### src/hdl/tcw_pkg.sv
// Shared types and constants for the text console writer.
`timescale 1ns / 1ps

package tcw_pkg;

    // Cell address width, wide enough for 256 x 64 = 16384 cells
    localparam int CA_W = 14;

    // Command queue between front and back
    localparam int Q_DEPTH = 4;
    localparam int Q_PTR_W = $clog2(Q_DEPTH);
    localparam int Q_CNT_W = $clog2(Q_DEPTH + 1);

    localparam logic [7:0] SPACE_CHAR   = 8'h20;
    localparam logic [7:0] NEWLINE_CHAR = 8'h0A;
    localparam logic [7:0] RESET_ATTR   = 8'h0B;

    localparam logic [3:0] RAINBOW_FIRST = 4'd1;
    localparam logic [3:0] RAINBOW_LAST  = 4'd15;

    // Configuration register indexes
    localparam logic [0:0] REG_TEXT_COLOR   = 1'b0;
    localparam logic [0:0] REG_RAINBOW_MODE = 1'b1;

    typedef enum logic [1:0] {
        OP_PUT   = 2'd0,
        OP_READ  = 2'd1,
        OP_CLEAR = 2'd2,
        OP_NONE  = 2'd3
    } t_op;

    // One classified item as handed from front to back
    typedef struct packed {
        t_op             kind;
        logic            wr_en;       // put writes a cell (not a newline)
        logic [CA_W-1:0] addr;        // write address for put, read address for read
        logic [15:0]     data;        // cell for put, fill cell for clear
        logic            blank;       // put scrolls: blank one row
        logic [CA_W-1:0] blank_addr;  // first cell of the row to blank
        logic            rd_ok;       // read index inside the screen
        logic [4:0]      row;         // cursor after this item
        logic [6:0]      col;
        logic            scrolled;
    } t_cmd;

    typedef enum logic [1:0] {
        ST_INIT,
        ST_IDLE,
        ST_READ,
        ST_FILL
    } t_back_state;

endpackage

### src/hdl/tcw_queue.sv
// Short command queue between front and back.
`timescale 1ns / 1ps

module tcw_queue
    import tcw_pkg::*;
(
    input  logic i_clk,
    input  logic i_rst_n,
    input  logic i_push,
    input  t_cmd i_cmd,
    input  logic i_pop,
    output t_cmd o_cmd,
    output logic o_empty,
    output logic o_full
);

    t_cmd               r_slots [Q_DEPTH];
    logic [Q_PTR_W-1:0] r_wr_ptr;
    logic [Q_PTR_W-1:0] r_rd_ptr;
    logic [Q_CNT_W-1:0] r_count;

    assign o_cmd   = r_slots[r_rd_ptr];
    assign o_empty = (r_count == '0);
    assign o_full  = (r_count == Q_CNT_W'(Q_DEPTH));

    // Entry storage
    always_ff @(posedge i_clk) begin
        if (i_push) begin
            r_slots[r_wr_ptr] <= i_cmd;
        end
    end

    // Pointers and fill count
    always_ff @(posedge i_clk) begin
        if (!i_rst_n) begin
            r_wr_ptr <= '0;
            r_rd_ptr <= '0;
            r_count  <= '0;
        end else begin
            if (i_push) begin
                r_wr_ptr <= r_wr_ptr + 1'b1;
            end
            if (i_pop) begin
                r_rd_ptr <= r_rd_ptr + 1'b1;
            end
            case ({i_push, i_pop})
                2'b10:   r_count <= r_count + 1'b1;
                2'b01:   r_count <= r_count - 1'b1;
                default: r_count <= r_count;
            endcase
        end
    end

endmodule

### config.mk
export PLATFORM = sky130hd
export DESIGN_NAME = tcw_queue
export DESIGN_NICKNAME = d
export VERILOG_FILES = /design/src/hdl/tcw_pkg.sv /design/src/hdl/tcw_queue.sv
export SDC_FILE = /design/constraint.sdc
export NUM_CORES = 1
export LEC_CHECK = 0
export ABC_CLOCK_PERIOD_IN_PS = 2200
export BUFFER_PORTS_ARGS = -buffer_cell sky130_fd_sc_hd__buf_2
export CORE_AREA = 2 2 149 151
export CTS_CLUSTER_SIZE = 20
export DETAILED_ROUTE_END_ITERATION = 8
export DIE_AREA = 0 0 151 153
export PLACE_DENSITY = 0.71
export SLEW_MARGIN = 20
export SYNTH_ARGS = -nofsm -noshare
export SYNTH_HDL_FRONTEND = slang
export SYNTH_SLANG_ARGS = --single-unit
### constraint.sdc
create_clock -name i_clk -period 2.2 [get_ports i_clk]
set_input_delay 0.22 -clock i_clk [delete_from_list [all_inputs] [get_ports i_clk]]
set_output_delay 0.22 -clock i_clk [all_outputs]
set_load 0.05 [all_outputs]
* Yosys cells after proc, flatten, opt, wreduce, memory -nomap -nowiden *
Memories as Yosys holds them, arrays and structs flattened. A register that Yosys moved wholly into a read port is not among the register bits.
Index checks and enable logic that the tools add are counted.

operators by class
  muxes and demuxes = 5
  reductions and logical operators = 2
  add/subtract/negate cells = 4
  equal/unequal tests = 3

operators by type and width
  operator                                           count
  one-hot mux 3 bit (2 select lines)                 1
  adder 2 x 1 -> 2 bit (second input constant)       2
  two-way mux 2 bit                                  2
  adder 3 x 1 -> 3 bit (second input constant)       1
  == test 3 bit (second input constant)              1
  zero test 3 bit                                    1
  subtractor 3 x 1 -> 3 bit (second input constant)  1
  == test 2 x 1 -> 1 bit (second input constant)     1
  == test 2 bit (second input constant)              1
  two-way mux 1 bit                                  2
  nonzero test 2 bit                                 1

storage, ports and cells
  bits in registers = 7
  logic and storage cells = 18
  bits in writable memories = 248
  output and inout port bits = 64
  memories kept = 1
  bits of input ports = 66

memories
  name     words  bits a word  read ports  clocked after memory_dff  write ports  RTL line         text
  r_slots  4      62           1           1                         1            tcw_queue.sv:17  t_cmd r_slots [Q_DEPTH];

* Longest topological paths before layout *
  word-level depth = 3
  gate-level depth with buffers = 7
  gate-level depth less buffers = 7

* Least setup slack after synthesis *
Ideal clock, no wire load.

  path kind = reg2reg
  start = register r_wr_ptr[0]
  end = memory r_slots[2][0] (netlist bit), enable pin
  cell stages (with the launch flop) = 4
  period minus slack after synthesis = 2.428 ns
  setup time = 0.426 ns
  data required time = 1.774 ns
  arrival time = 2.001 ns
  path buffers = 0
  setup slack = -0.228 ns
  cells stage by stage = dfxtp_1 -> inv_1 -> ha_1 -> and2_1

RTL lines
  element                 RTL line         text
  from (decl)             tcw_queue.sv:18  logic [Q_PTR_W-1:0] r_wr_ptr;
  from (signal assigned)  tcw_queue.sv:41  r_wr_ptr <= r_wr_ptr + 1'b1;
  to (decl)               tcw_queue.sv:17

No word-level cell before the write port.

==> impl_metrics.csv <==
group,metric,value,unit
drt,drt-wirelength-per-cell,20.2,µm
worst_setup_path,crit_path_max_fanout,12,
cts,cts_made_buffers,27,
synth,async_reset_ff_share,0,%
synth,synth_edf_count,248,
worst_hold_path,hp-class,"primary input to flip-flop",
global_routing,grt_max_degree,63,
die,fp.dieW,151,µm
drt,vias,4508,
drt,first_pass_iters,4,
pwr,power,12.1,mW
die,die_height,153,µm
cts,cts_root_buf,"clkbuf_16",
drt,totalWireLength,18200,µm
die,io_pins,130,
finish,antennaDiodeCount,0,
placement,gp_congestion,0.698,
die,rows,54,
global_routing,grt_pass1_wl,27700,µm
drt,ant_nets,0,
synth,syn-num-nets,442,
worst_hold_path,hold_depth,3,
synth,synth_seq_area_share,80.6,%
cts,cts.sinks,257,
synth,synthCells,370,
die,die_area,0.0231,mm²
global_routing,grt_pass1_vias,4936,
placement,dp_hpwl,10200,µm
synth,synth_commonest_cells,"edfxtp_1 (248), mux4_2 (60), and2_1 (10)",
finish,final-instance-count-excl-fill,898,
worst_setup_path,end_kind,"output pin",
pwr,ir_worst_vdd,831,µV
synth,syn_avg_cell_area,25.6,µm²
synth,ys_ff_latch,257,
cts,clk_pin_slew,0.05,ns
timing,timing.final.crit_share,98.2,%
timing,rsz0062_at_grt,"yes",
timing,tns,0,ns
synth,synth_top_area_share,78.7,%
global_routing,grt_usage,15.8,%
drt,via_per_inst,5.02,
die,initial_utilization,44.1,%
worst_setup_path,critPathLaunchType,"flip-flop",
drt,dr.first_iter.drc_count,279,
timing,setup_viol,0,
timing,hold_violations,0,
synth,yosysMostFrequentCell,"edfxtp_1",
job,drv_cap,0,
outcome,outcome,"finished clean",
synth,yosysWarningCount,0,
pwr,p_leak,4.31,nW
timing,min_period,2.16,ns
cts,htreeDepth,1,
finish,drive_above_1_share,40.9,%
finish,design_area,0.0125,mm²
die,core_area,0.0215,mm²
worst_setup_path,path_class,"flip-flop to output pin",
cts,cts_tree,"built",
synth,synth_area_leaders,"edfxtp_1 (79%), mux4_2 (14%), dfxtp_1 (1.9%)",
cts,clock_path_buffers,3,
global_routing,antenna_found_initial,0,
placement,numPortBuffers,129,
worst_setup_path,rr_worst_depth,5,
finish,n_fill_cell,1552,
drt,drc,0,
pwr,power_density,971,mW/mm²
timing,worst_slew_pin_slew,0.447,ns
finish,final_nets,669,
timing,maxSlewViolCount,0,
finish,area_growth,31.9,%
worst_setup_path,critical_path_required,1.98,ns
placement,dp.cells,777,
placement,placed_area,0.0105,mm²
global_routing,overflow,0,
worst_setup_path,critical_path_arrival,1.94,ns
synth,yosys_most_used_dff,"edfxtp_1",
timing,fmax,0.463,GHz
synth,synth_area,0.00947,mm²
synth,synth_top_area_cell,"edfxtp_1",
timing,relSlewSlack,70.2,%
cts,insertion_delay,0.52,ns
timing,finClkSkew,0.0139,ns
synth,synthDistinctLibCells,22,
-- cells by family (layout without fill, tap and decap cells) --
family                     after synthesis  count (layout)  synth area share, %
AOI/OAI and AO/OA                        3               3                0.185
xor gates and xnor gates                 5               5                0.463
adders and majority gates                6               6                0.872
buffers and inverters                   20             268                 1.98
DFF                                    257             257                 80.6
muxes                                   63              63                 14.9
and+or+nand+nor                         16              16                0.991
-- metal layers --
metal	up-vias	share of wire (%)	track usage [%]
met5	-	0	0
met3	29	5.1	3.40
met2	126	52	27.5
met4	0	1.8	3.87
met1	2326	41	20.2
li1	2027	-	-
-- sequential cells by signal, summed over array words and instances (netlist names), named ones only --
signal	cells
r_count	3
r_rd_ptr	2
r_slots	248
r_wr_ptr	2
-- path summary, 6_finish.rpt --
path              slack (ns)        from          to
hold / removal          0.09       i_pop   flip-flop
setup / recovery        0.04   flip-flop   o_cmd[36]
setup reg to reg        0.59  r_count[0]  r_count[2]
hold reg to reg         0.51  r_count[2]  r_count[2]
-- repair_timing --
item,in CTS,in global routing
pin swaps,0,0
hold buffers,63,0
endpoints found under the setup margin,39,51
endpoints found under the hold margin,253,0
gates resized for setup,78,30
cloned,3,3
setup buffers,2,0
-- placed cells by master, fill, tap and decap left out, drive strengths merged, types with 2 or more instances in the layout --
cell,instances
and2,10
buf,145
bufinv,4
clkbuf,41
clkinv,6
dfxtp,9
dlygate4sd3,63
edfxtp,248
ha,5
inv,8
mux4,62
nand2,2
o21ai,2
xnor2,2
xor2,3
-- area by class of cell --
cell class | instances | area, µm² | area share, %
inverters | 6 | 22.5 | 0.180
clock inverters | 12 | 164 | 1.31
flip-flops and latches | 257 | 7630 | 61.1
well taps | 280 | 350 | 2.80
multi-input cells | 93 | 1650 | 13.2
repair buffers | 212 | 1950 | 15.6
clock buffers | 38 | 717 | 5.74
-- stage by stage --
stage / setup slack [ns] / hold slack [ns] / utilization (%)
after floorplan: 0.446 / 0.319 / -
after global placement: 0.460 / 0.429 / 48.8
after detailed placement: 0.374 / 0.437 / 48.8
after CTS: -0.00979 / 0.0591 / 57.5
after global routing: -0.0220 / 0.0976 / 58.1
final: 0.0394 / 0.0864 / 58.1
-- report_power, final --
part	internal, mW	switching (mW)	total, mW
clock	2.74	1.72	4.46
combinational	0.804	1.19	1.99
sequential	5.62	0.0615	5.68
-- critical path, cell delays in order, from the launching register on --
cell and delay [ns]:
dfxtp_4 0.38, bufbuf_16 0.32, mux4_2 0.52, buf_4 0.21
No activity file was read; power rests on OpenSTA's default activity.
