### src/hdl/tcw_pkg.sv
// Shared types and constants for the text console writer.
`timescale 1ns / 1ps

package tcw_pkg;

    // Cell address width, wide enough for 256 x 64 = 16384 cells
    localparam int CA_W = 14;

    // Command queue between front and back
    localparam int Q_DEPTH = 4;
    localparam int Q_PTR_W = $clog2(Q_DEPTH);
    localparam int Q_CNT_W = $clog2(Q_DEPTH + 1);

    localparam logic [7:0] SPACE_CHAR   = 8'h20;
    localparam logic [7:0] NEWLINE_CHAR = 8'h0A;
    localparam logic [7:0] RESET_ATTR   = 8'h0B;

    localparam logic [3:0] RAINBOW_FIRST = 4'd1;
    localparam logic [3:0] RAINBOW_LAST  = 4'd15;

    // Configuration register indexes
    localparam logic [0:0] REG_TEXT_COLOR   = 1'b0;
    localparam logic [0:0] REG_RAINBOW_MODE = 1'b1;

    typedef enum logic [1:0] {
        OP_PUT   = 2'd0,
        OP_READ  = 2'd1,
        OP_CLEAR = 2'd2,
        OP_NONE  = 2'd3
    } t_op;

    // One classified item as handed from front to back
    typedef struct packed {
        t_op             kind;
        logic            wr_en;       // put writes a cell (not a newline)
        logic [CA_W-1:0] addr;        // write address for put, read address for read
        logic [15:0]     data;        // cell for put, fill cell for clear
        logic            blank;       // put scrolls: blank one row
        logic [CA_W-1:0] blank_addr;  // first cell of the row to blank
        logic            rd_ok;       // read index inside the screen
        logic [4:0]      row;         // cursor after this item
        logic [6:0]      col;
        logic            scrolled;
    } t_cmd;

    typedef enum logic [1:0] {
        ST_INIT,
        ST_IDLE,
        ST_READ,
        ST_FILL
    } t_back_state;

endpackage

### src/hdl/tcw_front.sv
// Front end: takes items, tracks cursor, scroll base and colors, builds commands.
`timescale 1ns / 1ps

module tcw_front
    import tcw_pkg::*;
#(
    parameter int COLUMNS = 80,
    parameter int ROWS    = 25
) (
    input  logic        i_clk,
    input  logic        i_rst_n,
    input  logic        i_accept,
    input  logic [1:0]  i_op,
    input  logic [7:0]  i_character,
    input  logic        i_first,
    input  logic [10:0] i_cell_index,
    input  logic        i_cfg_valid,
    input  logic [0:0]  i_cfg_index,
    input  logic [7:0]  i_cfg_data,
    output t_cmd        o_cmd
);

    localparam int CELLS = COLUMNS * ROWS;
    localparam int AW    = $clog2(CELLS);
    localparam int COL_W = $clog2(COLUMNS);
    localparam int ROW_W = $clog2(ROWS);

    localparam logic [AW:0]      CELLS_X  = (AW+1)'(CELLS);
    localparam logic [AW:0]      COLS_X   = (AW+1)'(COLUMNS);
    localparam logic [COL_W-1:0] LAST_COL = COL_W'(COLUMNS - 1);
    localparam logic [ROW_W-1:0] LAST_ROW = ROW_W'(ROWS - 1);

    logic [ROW_W-1:0] r_row, n_row;
    logic [COL_W-1:0] r_col, n_col;
    logic [AW-1:0]    r_cur, n_cur;     // physical address of the cursor cell
    logic [AW-1:0]    r_base, n_base;   // physical address of logical row 0
    logic [3:0]       r_fg, n_fg;
    logic [7:0]       r_text_color;
    logic             r_rainbow;

    t_op          op;
    logic [3:0]   fg_use;
    logic [3:0]   fg_next;
    logic [7:0]   attr;
    logic         is_nl;
    logic         wrap_row;
    logic         at_last_row;
    logic [AW:0]  row_start;
    logic [AW:0]  next_sum;
    logic [AW-1:0] next_start;
    logic [AW:0]  base_sum;
    logic [AW-1:0] base_next;
    logic         rd_ok;
    logic [AW:0]  rd_sum;
    logic [AW:0]  rd_wrap;
    t_cmd         cmd;

    assign op = t_op'(i_op);

    // Attribute in effect for a put and the following rainbow step
    assign fg_use  = i_first ? RAINBOW_FIRST : r_fg;
    assign fg_next = (fg_use == RAINBOW_LAST) ? RAINBOW_FIRST : fg_use + 4'd1;
    assign attr    = r_rainbow ? {4'h0, fg_use} : r_text_color;

    assign is_nl       = (i_character == NEWLINE_CHAR);
    assign wrap_row    = is_nl || (r_col == LAST_COL);
    assign at_last_row = (r_row == LAST_ROW);

    // Start of the next physical row; rows are contiguous in a ring
    assign row_start  = {1'b0, r_cur} - (AW+1)'(r_col);
    assign next_sum   = row_start + COLS_X;
    assign next_start = (next_sum == CELLS_X) ? '0 : next_sum[AW-1:0];

    assign base_sum   = {1'b0, r_base} + COLS_X;
    assign base_next  = (base_sum == CELLS_X) ? '0 : base_sum[AW-1:0];

    // Logical read index to physical address
    assign rd_ok   = (32'(i_cell_index) < 32'(CELLS));
    assign rd_sum  = {1'b0, AW'(i_cell_index)} + {1'b0, r_base};
    assign rd_wrap = (rd_sum >= CELLS_X) ? rd_sum - CELLS_X : rd_sum;

    // Classify the item and compute the next cursor state
    always_comb begin
        n_row  = r_row;
        n_col  = r_col;
        n_cur  = r_cur;
        n_base = r_base;
        n_fg   = r_fg;
        cmd    = '0;
        cmd.kind = op;
        case (op)
            OP_PUT: begin
                cmd.wr_en = !is_nl;
                cmd.addr  = CA_W'(r_cur);
                cmd.data  = {attr, i_character};
                if (r_rainbow) begin
                    n_fg = fg_next;
                end
                if (wrap_row) begin
                    n_col = '0;
                    if (at_last_row) begin
                        // scroll: old top row becomes the blank bottom row
                        n_cur          = r_base;
                        n_base         = base_next;
                        cmd.blank      = 1'b1;
                        cmd.blank_addr = CA_W'(r_base);
                        cmd.scrolled   = 1'b1;
                    end else begin
                        n_row = r_row + 1'b1;
                        n_cur = next_start;
                    end
                end else begin
                    n_col = r_col + 1'b1;
                    n_cur = r_cur + 1'b1;
                end
            end
            OP_READ: begin
                cmd.rd_ok = rd_ok;
                cmd.addr  = CA_W'(rd_wrap[AW-1:0]);
            end
            OP_CLEAR: begin
                cmd.data = {r_text_color, SPACE_CHAR};
                n_row    = '0;
                n_col    = '0;
                n_cur    = '0;
                n_base   = '0;
            end
            default: begin
            end
        endcase
        cmd.row = 5'(n_row);
        cmd.col = 7'(n_col);
    end

    assign o_cmd = cmd;

    // Cursor, ring base and rainbow state
    always_ff @(posedge i_clk) begin
        if (!i_rst_n) begin
            r_row  <= '0;
            r_col  <= '0;
            r_cur  <= '0;
            r_base <= '0;
            r_fg   <= RAINBOW_FIRST;
        end else if (i_accept) begin
            r_row  <= n_row;
            r_col  <= n_col;
            r_cur  <= n_cur;
            r_base <= n_base;
            r_fg   <= n_fg;
        end
    end

    // Configuration registers
    always_ff @(posedge i_clk) begin
        if (!i_rst_n) begin
            r_text_color <= RESET_ATTR;
            r_rainbow    <= 1'b0;
        end else if (i_cfg_valid) begin
            case (i_cfg_index)
                REG_TEXT_COLOR:   r_text_color <= i_cfg_data;
                REG_RAINBOW_MODE: r_rainbow    <= i_cfg_data[0];
                default: begin
                end
            endcase
        end
    end

endmodule

### config.mk
export PLATFORM = sky130hd
export DESIGN_NAME = tcw_front
export DESIGN_NICKNAME = d
export VERILOG_FILES = /design/src/hdl/tcw_pkg.sv /design/src/hdl/tcw_front.sv
export SDC_FILE = /design/constraint.sdc
export NUM_CORES = 1
export LEC_CHECK = 0
export BUFFER_PORTS_ARGS = -buffer_cell sky130_fd_sc_hd__buf_4
export CORE_MARGIN = 2
export CORE_UTILIZATION = 32
export CTS_CLUSTER_DIAMETER = 150
export DETAILED_ROUTE_END_ITERATION = 10
export HOLD_SLACK_MARGIN = 0.1
export PLACE_DENSITY = 0.58
export SYNTH_ARGS = -nofsm -noshare
export SYNTH_HDL_FRONTEND = slang
export SYNTH_SLANG_ARGS = --single-unit
### constraint.sdc
create_clock -name i_clk -period 5.9 [get_ports i_clk]
set_input_delay 1.18 -clock i_clk [delete_from_list [all_inputs] [get_ports i_clk]]
set_output_delay 1.18 -clock i_clk [all_outputs]
set_load 0.01 [all_outputs]
# Word level (Yosys, flattened, before mapping)
# Cells that the tools add are included.
dict set report totals {
  reg_bits 47
  input_bits 35
  out_inout_bits 62
  wordCells 65
}
dict set report classes {
  n_addsub 9
  n_lt_le_gt_ge 2
  eq_ne 10
  muxes 27
  bitwise_logic 1
  n_reduce_logical 9
}
# op count
set ops {}
lappend ops {{two-way mux 11 bit} 7}
lappend ops {{case mux 11 bit (2 select lines)} 3}
lappend ops {{two-way mux 15 bit} 3}
lappend ops {{case mux 16 bit (2 select lines)} 1}
lappend ops {{== test 12 x 11 -> 1 bit, second input constant} 2}
lappend ops {{case mux 7 bit (2 select lines)} 1}
lappend ops {{adder 11 x 11 -> 12 bit} 1}
lappend ops {{adder 11 x 7 -> 12 bit, second input constant} 1}
lappend ops {{adder 12 x 7 -> 12 bit, second input constant} 1}
lappend ops {{>= comparator 12 x 11 -> 1 bit, second input constant} 1}
lappend ops {{subtractor 11 x 7 -> 12 bit} 1}
lappend ops {{adder 11 x 1 -> 11 bit, second input constant} 1}
lappend ops {{< comparator 11 bit, second input constant} 1}
lappend ops {{subtractor 11 bit, second input constant} 1}
lappend ops {{two-way mux 5 bit} 2}
lappend ops {{case mux 5 bit (2 select lines)} 1}
lappend ops {{== test 8 x 4 -> 1 bit, second input constant} 1}
lappend ops {{two-way mux 4 bit} 2}
lappend ops {{two-way mux 8 bit} 1}
lappend ops {{adder 7 x 1 -> 7 bit, second input constant} 1}
lappend ops {{== test 7 bit, second input constant} 1}
lappend ops {{two-way mux 7 bit} 1}
lappend ops {{AND reduction 2 bit} 3}
lappend ops {{adder 5 x 1 -> 5 bit, second input constant} 1}
lappend ops {{other kinds (14)} 19}

# Longest topological paths before layout
# Gate-level depths: netlist of the first run.
dict set report depth {
  ltp_word 7
  mapped_depth 11
  mapped_depth_nobuf 11
}

# Worst setup path after synthesis of the first run
# OpenSTA, ideal clock, no wires.
dict set report synth_path {
  path_type {input -> output}
  from {in i_cell_index[5]}
  to {out o_cmd[50] (netlist bit)}
  arrival_time_ns 3.720
  t_required_ns 4.720
  slack_ns 1.000
  stages 9
  n_path_buf 0
  cell_sequence {ha_1 > xnor2_1 > ha_1 > or4b_1 > o21a_1 > or4_4 > a211oi_4 > nor4_1 > a221o_1}
}
# item line
set synth_lines {}
lappend synth_lines {{start, declared} tcw_front.sv:16} ;# input logic [10:0] i_cell_index,
lappend synth_lines {{end, declared} tcw_front.sv:20} ;# output t_cmd o_cmd

==> run summary, run 1 <==
ratio of final minimum period to clock period = 91.16%
worst-margin pin slew = 1.011 ns
initial antenna violation count = 0
Required @ worst endpoint = 4.72 ns
CP max-delay cell = or4_4
Rows = 43
Setup violations, final = 0
crit path launch type = input port
logic gate share of total power = 22.3%
Pre-antenna DRT Iters = 5
clock skew = 0.005119 ns
Clock transition at path regs = 0.06 ns
maximum vdd ir drop = 0.09985 mV
Max-slew headroom = 31.96%
XOR/XNOR Fraction of Synth Area = 3.404%
sw power = 223.4 µW
Max Cap Violations = 0
share of post-route cells with drive strength above 1 = 15.87%
TritonCTS Buffers = 5
largest net degree at the start of global routing = 46
die height = 124.3 µm
Worst-Skew Late Latency = 0.29 ns
yosys warns = 0
PwrDens = 136.2 nW/µm²
Synth Area in Simple Gates = 30.44%
Synth area leaders = dfxtp_1, ha_1, nand2_1
clock root cell = clkbuf_16
Post-CTS Resized = 0
hold_buf cts = 0
sequential share of power = 40.5%
RSZ-0062 raised after global routing = no
first-pass GRT wire length = 24160 µm
synthesized instance count = 650
crit end category = output port
worst endpoint data arrival time = 4.20 ns
final worst slack = 0.5215 ns
Antenna diodes = 0
critical path's largest stage delay = 0.50 ns
RR Startpoint = r_cur[1]$_SDFFE_PN0P_
worst hold start = r_text_color[7]$_SDFFE_PN0P_
FF+latch count, synth = 43
drt drc = 0
Synth area leader = dfxtp_1
clock power share = 37.2%
DP Worst Slack = 0.5441 ns
die area = 15450 µm²
Syn Std Cell Area = 4632 µm²
Static Leakage = 2.208 nW
deepest clock path buffer count = 2
Avg Inst Size Synth = 7.126 µm²
via/cell ratio = 5.623
Final Max Tran Viols = 0
total track usage = 18.72%
starting density of the core = 33.11%
PortBufs = 86
Core Region = 13990 µm²
GRT Residual Overflow = 0
adder-cell share of the synthesized area = 10.16%
fmax = 185.9 MHz
main flop type after synthesis = dfxtp_1
crit-path cells = buf_4, ha_1, xnor2_1, ha_1, or4b_1, o21a_1, or4_4, a211oi_4, nor4_1, a221o_1, buf_4
post-layout min period = 5.379 ns
CTS tree = done
Hold Crit Class = reg -> reg
die outline width = 124.3 µm
total wire length = 15120 µm
switching share of power = 30.00%
Worst Hold Endpoint = r_text_color[7]$_SDFFE_PN0P_
Synth Area in Compound Gates = 29.04%
Async SR Flop Fraction = 0%
vias in the first global route = 4675
internal power = 521.3 µW
via count = 5016
Synth top area share = 18.58%
combinational family with the most area after synthesis = simple AND/OR/NAND/NOR gates
mux contribution to synthesized area = 0.8644%
Final GP Congestion = 0.9023
R2R depth = 9
Iter 0 DRT Violations = 402
crit-path max FO = 6
final setup TNS = 0 ns
CTS H-Tree Depth = 2
final hold vios = 0
wire per inst = 16.96 µm
Setup CP Type = in -> out
Synth cell types = 77
Final HPWL DP = 11460 µm
CTS sink cnt = 43
Ports = 97
WHS Path Cells = 2
r2r setup slk = 1.88 ns
post-route antenna net violation count = 0
post-CTS setup buffer count = 0
EDFF count, synth = 0
final net count = 783
area grow syn2layout = 18.07%
Worst R2R End = r_cur[7]$_SDFFE_PN0P_
status = finished clean
register area share after synthesis = 18.58%
## cells in the mapped netlist, types with 3 or more instances
library cell and instances:
nand2_1 78, o21ai_0 52, dfxtp_1 43, nor2_1 42
a21oi_1 36, ha_1 36, nand3_1 34, inv_1 31
clkbuf_1 25, and2_1 21, a21boi_0 19, nor2b_1 15
buf_4 14, nor3_1 13, and3_1 12, a21o_1 11
nor4_1 11, xnor2_1 11, a211oi_1 8, nand4_1 8
a22oi_1 7, a31oi_1 7, o31ai_1 7, xor2_1 7
a311oi_1 6, or2_2 6, nand2b_1 5, mux2i_1 4
nand3b_1 4, nor4b_1 4, o211ai_1 4, o21a_1 4
nand4b_1 3, o22ai_1 3, o2bb2ai_1 3, or3_1 3
## sequential cells by signal, indices dropped and copies added, names as in the netlist
register	count
r_cur	11
r_col	7
r_text_color	8
r_row	5
r_base	7
r_fg	4
r_rainbow	1
## logic make-up after synthesis
logic type | after synthesis
fa+ha+maj | 37
other cells | 1
simple gates | 273
buf+inv | 75
flops | 43
xor+xnor | 18
compound gates | 199
mux | 4
## per-stage QoR
step                      power (mW)  area, µm²  instances  hold WS, ns  util (%)
after global placement        0.4716       5328        884       0.4461     38.09
after global routing          0.7789       5469        892       0.4769     39.10
after floorplan               0.4138       4669        660       0.4390         -
after CTS                     0.7496       5469        892       0.4644     39.10
after detailed placement      0.4727       5328        884       0.4557     38.09
final                         0.7447       5469        892       0.4594     39.10
## cell type report
| type | count | area, µm² |
|---|---|---|
| clock buffers | 6 | 128.9 |
| clock inverters | 2 | 12.51 |
| fillers | 1485 | 8519 |
| inverters | 31 | 116.4 |
| multi-input cells | 542 | 3465 |
| flip-flops and latches | 43 | 860.8 |
| well taps | 180 | 225.2 |
| repair buffers | 88 | 660.6 |
## critical path, delay by kind of cell
family | cells | cell delay (ns)
buffers and inverters | 2 | 0.26
AND/OR/NAND/NOR | 3 | 1.04
AO/OA/AOI/OAI | 3 | 0.81
XOR/XNOR | 1 | 0.34
adder cells (fa/ha/maj) | 2 | 0.57
## worst max path at each step
stage / startpoint / endpoint / slack [ns]
global route: i_cell_index[5] / o_cmd[50] / 0.42
global placement: i_cell_index[5] / o_cmd[50] / 0.63
finish: i_cell_index[5] / o_cmd[50] / 0.52
detailed placement: i_cell_index[5] / o_cmd[50] / 0.54
CTS: i_cell_index[5] / o_cmd[50] / 0.53
floorplan: i_cell_index[5] / o_cmd[50] / 1.0
## cells in the final DEF (no fill, tap or decap), drive strengths merged, types with 3 or more instances in the layout
cell and instances:
o211ai 4, and3 14, o2bb2ai 3, nand2b 5, ha 36, xnor2 11
clkbuf 6, nand3b 4, and2 21, nand3 34, or2 6, nand4 8
buf 88, or3 3, nor2b 15, nor4 11, o31ai 7, o21ai 54
a21oi 36, a21o 13, a311oi 6, mux2i 4, nor3 13, a221oi 3
conb 11, o22ai 3, a21boi 19, dfxtp 43, nor2 42, a22oi 7
nor4b 4, nand2 78, nand4b 3, o21a 4, or4b 3, a31oi 7
inv 31, a211oi 9, xor2 7
## power groups by stage
stage                     logic, mW  clock network, mW  registers, mW
after CTS                     0.165              0.283          0.302
after detailed placement      0.164                  0          0.308
after floorplan               0.108                  0          0.306
after global routing          0.183              0.293          0.302
after global placement        0.163                  0          0.308
final                         0.166              0.277          0.302
## per-layer routing
layer	up-vias	track usage (%)	share of wire, %
li1	2473	-	-
met1	2390	25.96	47
met2	144	31.18	47
met3	9	2.234	5.0
met4	0	4.098	0.99
met5	-	0	0
(Power assumes the default switching activity.)
==> run 2, diff against run 1 <==
Settings changed: CORE_UTILIZATION 32 to 57, PLACE_DENSITY 0.58 to 0.9.
==> run summary, run 2 (synthesis results as in run 1) <==
status = finished clean
Final HPWL DP = 10100 µm
Static Leakage = 2.194 nW
share of post-route cells with drive strength above 1 = 16.13%
worst-margin pin slew = 1.056 ns
Required @ worst endpoint = 4.72 ns
multi-input logic area = 3465 µm²
Post-CTS Resized = 0
r2r setup slk = 1.96 ns
largest net degree at the start of global routing = 46
Final Max Tran Viols = 0
Hold Crit Class = reg -> reg
total track usage = 30.17%
vias in the first global route = 4666
Worst-Skew Late Latency = 0.31 ns
Antenna diodes = 0
worst endpoint data arrival time = 4.16 ns
RR Startpoint = r_col[1]$_SDFFE_PN0P_
crit-path max FO = 6
Setup violations, final = 0
first-pass GRT wire length = 21950 µm
clock skew = 0.01564 ns
GRT Residual Overflow = 0
final hold vios = 0
commonest non-fill, non-tap cell in the layout = buf_4
die outline width = 94.15 µm
Max-slew headroom = 28.64%
Rows = 32
switching share of power = 32.03%
wire per inst = 16.44 µm
initial antenna violation count = 0
fmax = 187.4 MHz
Setup CP Type = in -> out
crit end category = output port
post-CTS setup buffer count = 0
CTS sink cnt = 43
die area = 8863 µm²
FF/Latch Area = 860.8 µm²
total wire length = 13400 µm
Clock transition at path regs = 0.09 ns
area grow syn2layout = 15.21%
starting density of the core = 59.33%
hold_buf cts = 0
clock power share = 31.3%
worst hold slack = 0.4639 ns
internal power = 460.7 µW
CTS H-Tree Depth = 2
post-route antenna net violation count = 0
CTS tree = done
Worst R2R End = r_cur[9]$_SDFFE_PN0P_
largest register by flop count = r_cur
largest registers = r_cur: 11 flops, r_text_color: 8 flops
Ports = 97
final net count = 784
ratio of final minimum period to clock period = 90.44%
PortBufs = 86
max reg flops = 11
Non-Filler Instances = 815
logic gate share of total power = 24.3%
via/cell ratio = 6.367
sw power = 217.1 µW
Final GP Congestion = 0.9238
drt drc = 0
fill count = 641
crit path capture = o_cmd[50]
Pre-antenna DRT Iters = 6
crit path launch type = input port
post-layout min period = 5.336 ns
via count = 5189
final setup TNS = 0 ns
Crit. Startpoint = i_cell_index[5]
PwrDens = 127.0 nW/µm²
sequential share of power = 44.5%
Iter 0 DRT Violations = 641
die height = 94.15 µm
clock root cell = clkbuf_8
deepest clock path buffer count = 2
TritonCTS Buffers = 5
R2R depth = 10
RSZ-0062 raised after global routing = no
most frequent cells in the layout = buf_4, nand2_1, o21ai_0, dfxtp_1, nor2_1
Max Cap Violations = 0
Core Region = 7807 µm²
Placed Cells = 807
maximum vdd ir drop = 0.1604 mV
run 2: per-stage QoR:
step                total power, mW  cell area [µm²]  util, %  setup WS (ns)
floorplan                    0.4138             4669        -         0.9998
global placement             0.4641             5238    67.08         0.6483
detailed placement           0.4683             5238    67.08         0.5585
CTS                          0.6772             5336    68.35         0.5647
global route                 0.7047             5336    68.35         0.4031
finish                       0.6777             5336    68.35         0.5638
run 2: worst min path at each step:
stage | slack [ns] | startpoint | endpoint | cells after the start
after floorplan | 0.44 | r_text_color[7]$_SDFFE_PN0P_ | r_text_color[7]$_SDFFE_PN0P_ | 2
after global placement | 0.45 | r_text_color[5]$_SDFFE_PN0P_ | r_text_color[5]$_SDFFE_PN0P_ | 2
after detailed placement | 0.45 | r_text_color[4]$_SDFFE_PN0P_ | r_text_color[4]$_SDFFE_PN0P_ | 2
after CTS | 0.47 | r_text_color[4]$_SDFFE_PN0P_ | r_text_color[4]$_SDFFE_PN0P_ | 2
after global routing | 0.50 | r_text_color[7]$_SDFFE_PN0P_ | r_text_color[7]$_SDFFE_PN0P_ | 2
final | 0.46 | r_text_color[4]$_SDFFE_PN0P_ | r_text_color[4]$_SDFFE_PN0P_ | 2
run 2: layout make-up:
cell class              count  share of cell area (%)
clock buffers               6                   1.547
clock inverters             2                  0.3048
well taps                 102                   2.392
inverters                  31                   2.181
repair buffers             89                   12.52
multi-input cells         542                   64.92
flip-flops and latches     43                   16.13
run 2: power groups by stage:
stage | sequential (mW) | combinational, mW | clock (mW)
finish | 0.301 | 0.164 | 0.212
global placement | 0.308 | 0.157 | 0
CTS | 0.301 | 0.161 | 0.215
detailed placement | 0.308 | 0.160 | 0
global route | 0.302 | 0.179 | 0.224
floorplan | 0.306 | 0.108 | 0
run 2: layer usage:
metal	global-route usage, %	vias up	share of wire (%)
li1	-	2487	-
met1	40.94	2363	42
met4	8.937	0	2.4
met3	4.896	39	10
met2	49.05	300	46
met5	0	-	0
run 2: critical path, stage by stage:
cell and delay, ns:
buf_4 0.12, ha_1 0.37, xnor2_1 0.38, ha_1 0.20, or4b_1 0.43, o21a_1 0.19
or4_4 0.49, a211oi_4 0.30, nor4_1 0.08, a221o_1 0.27, buf_4 0.14
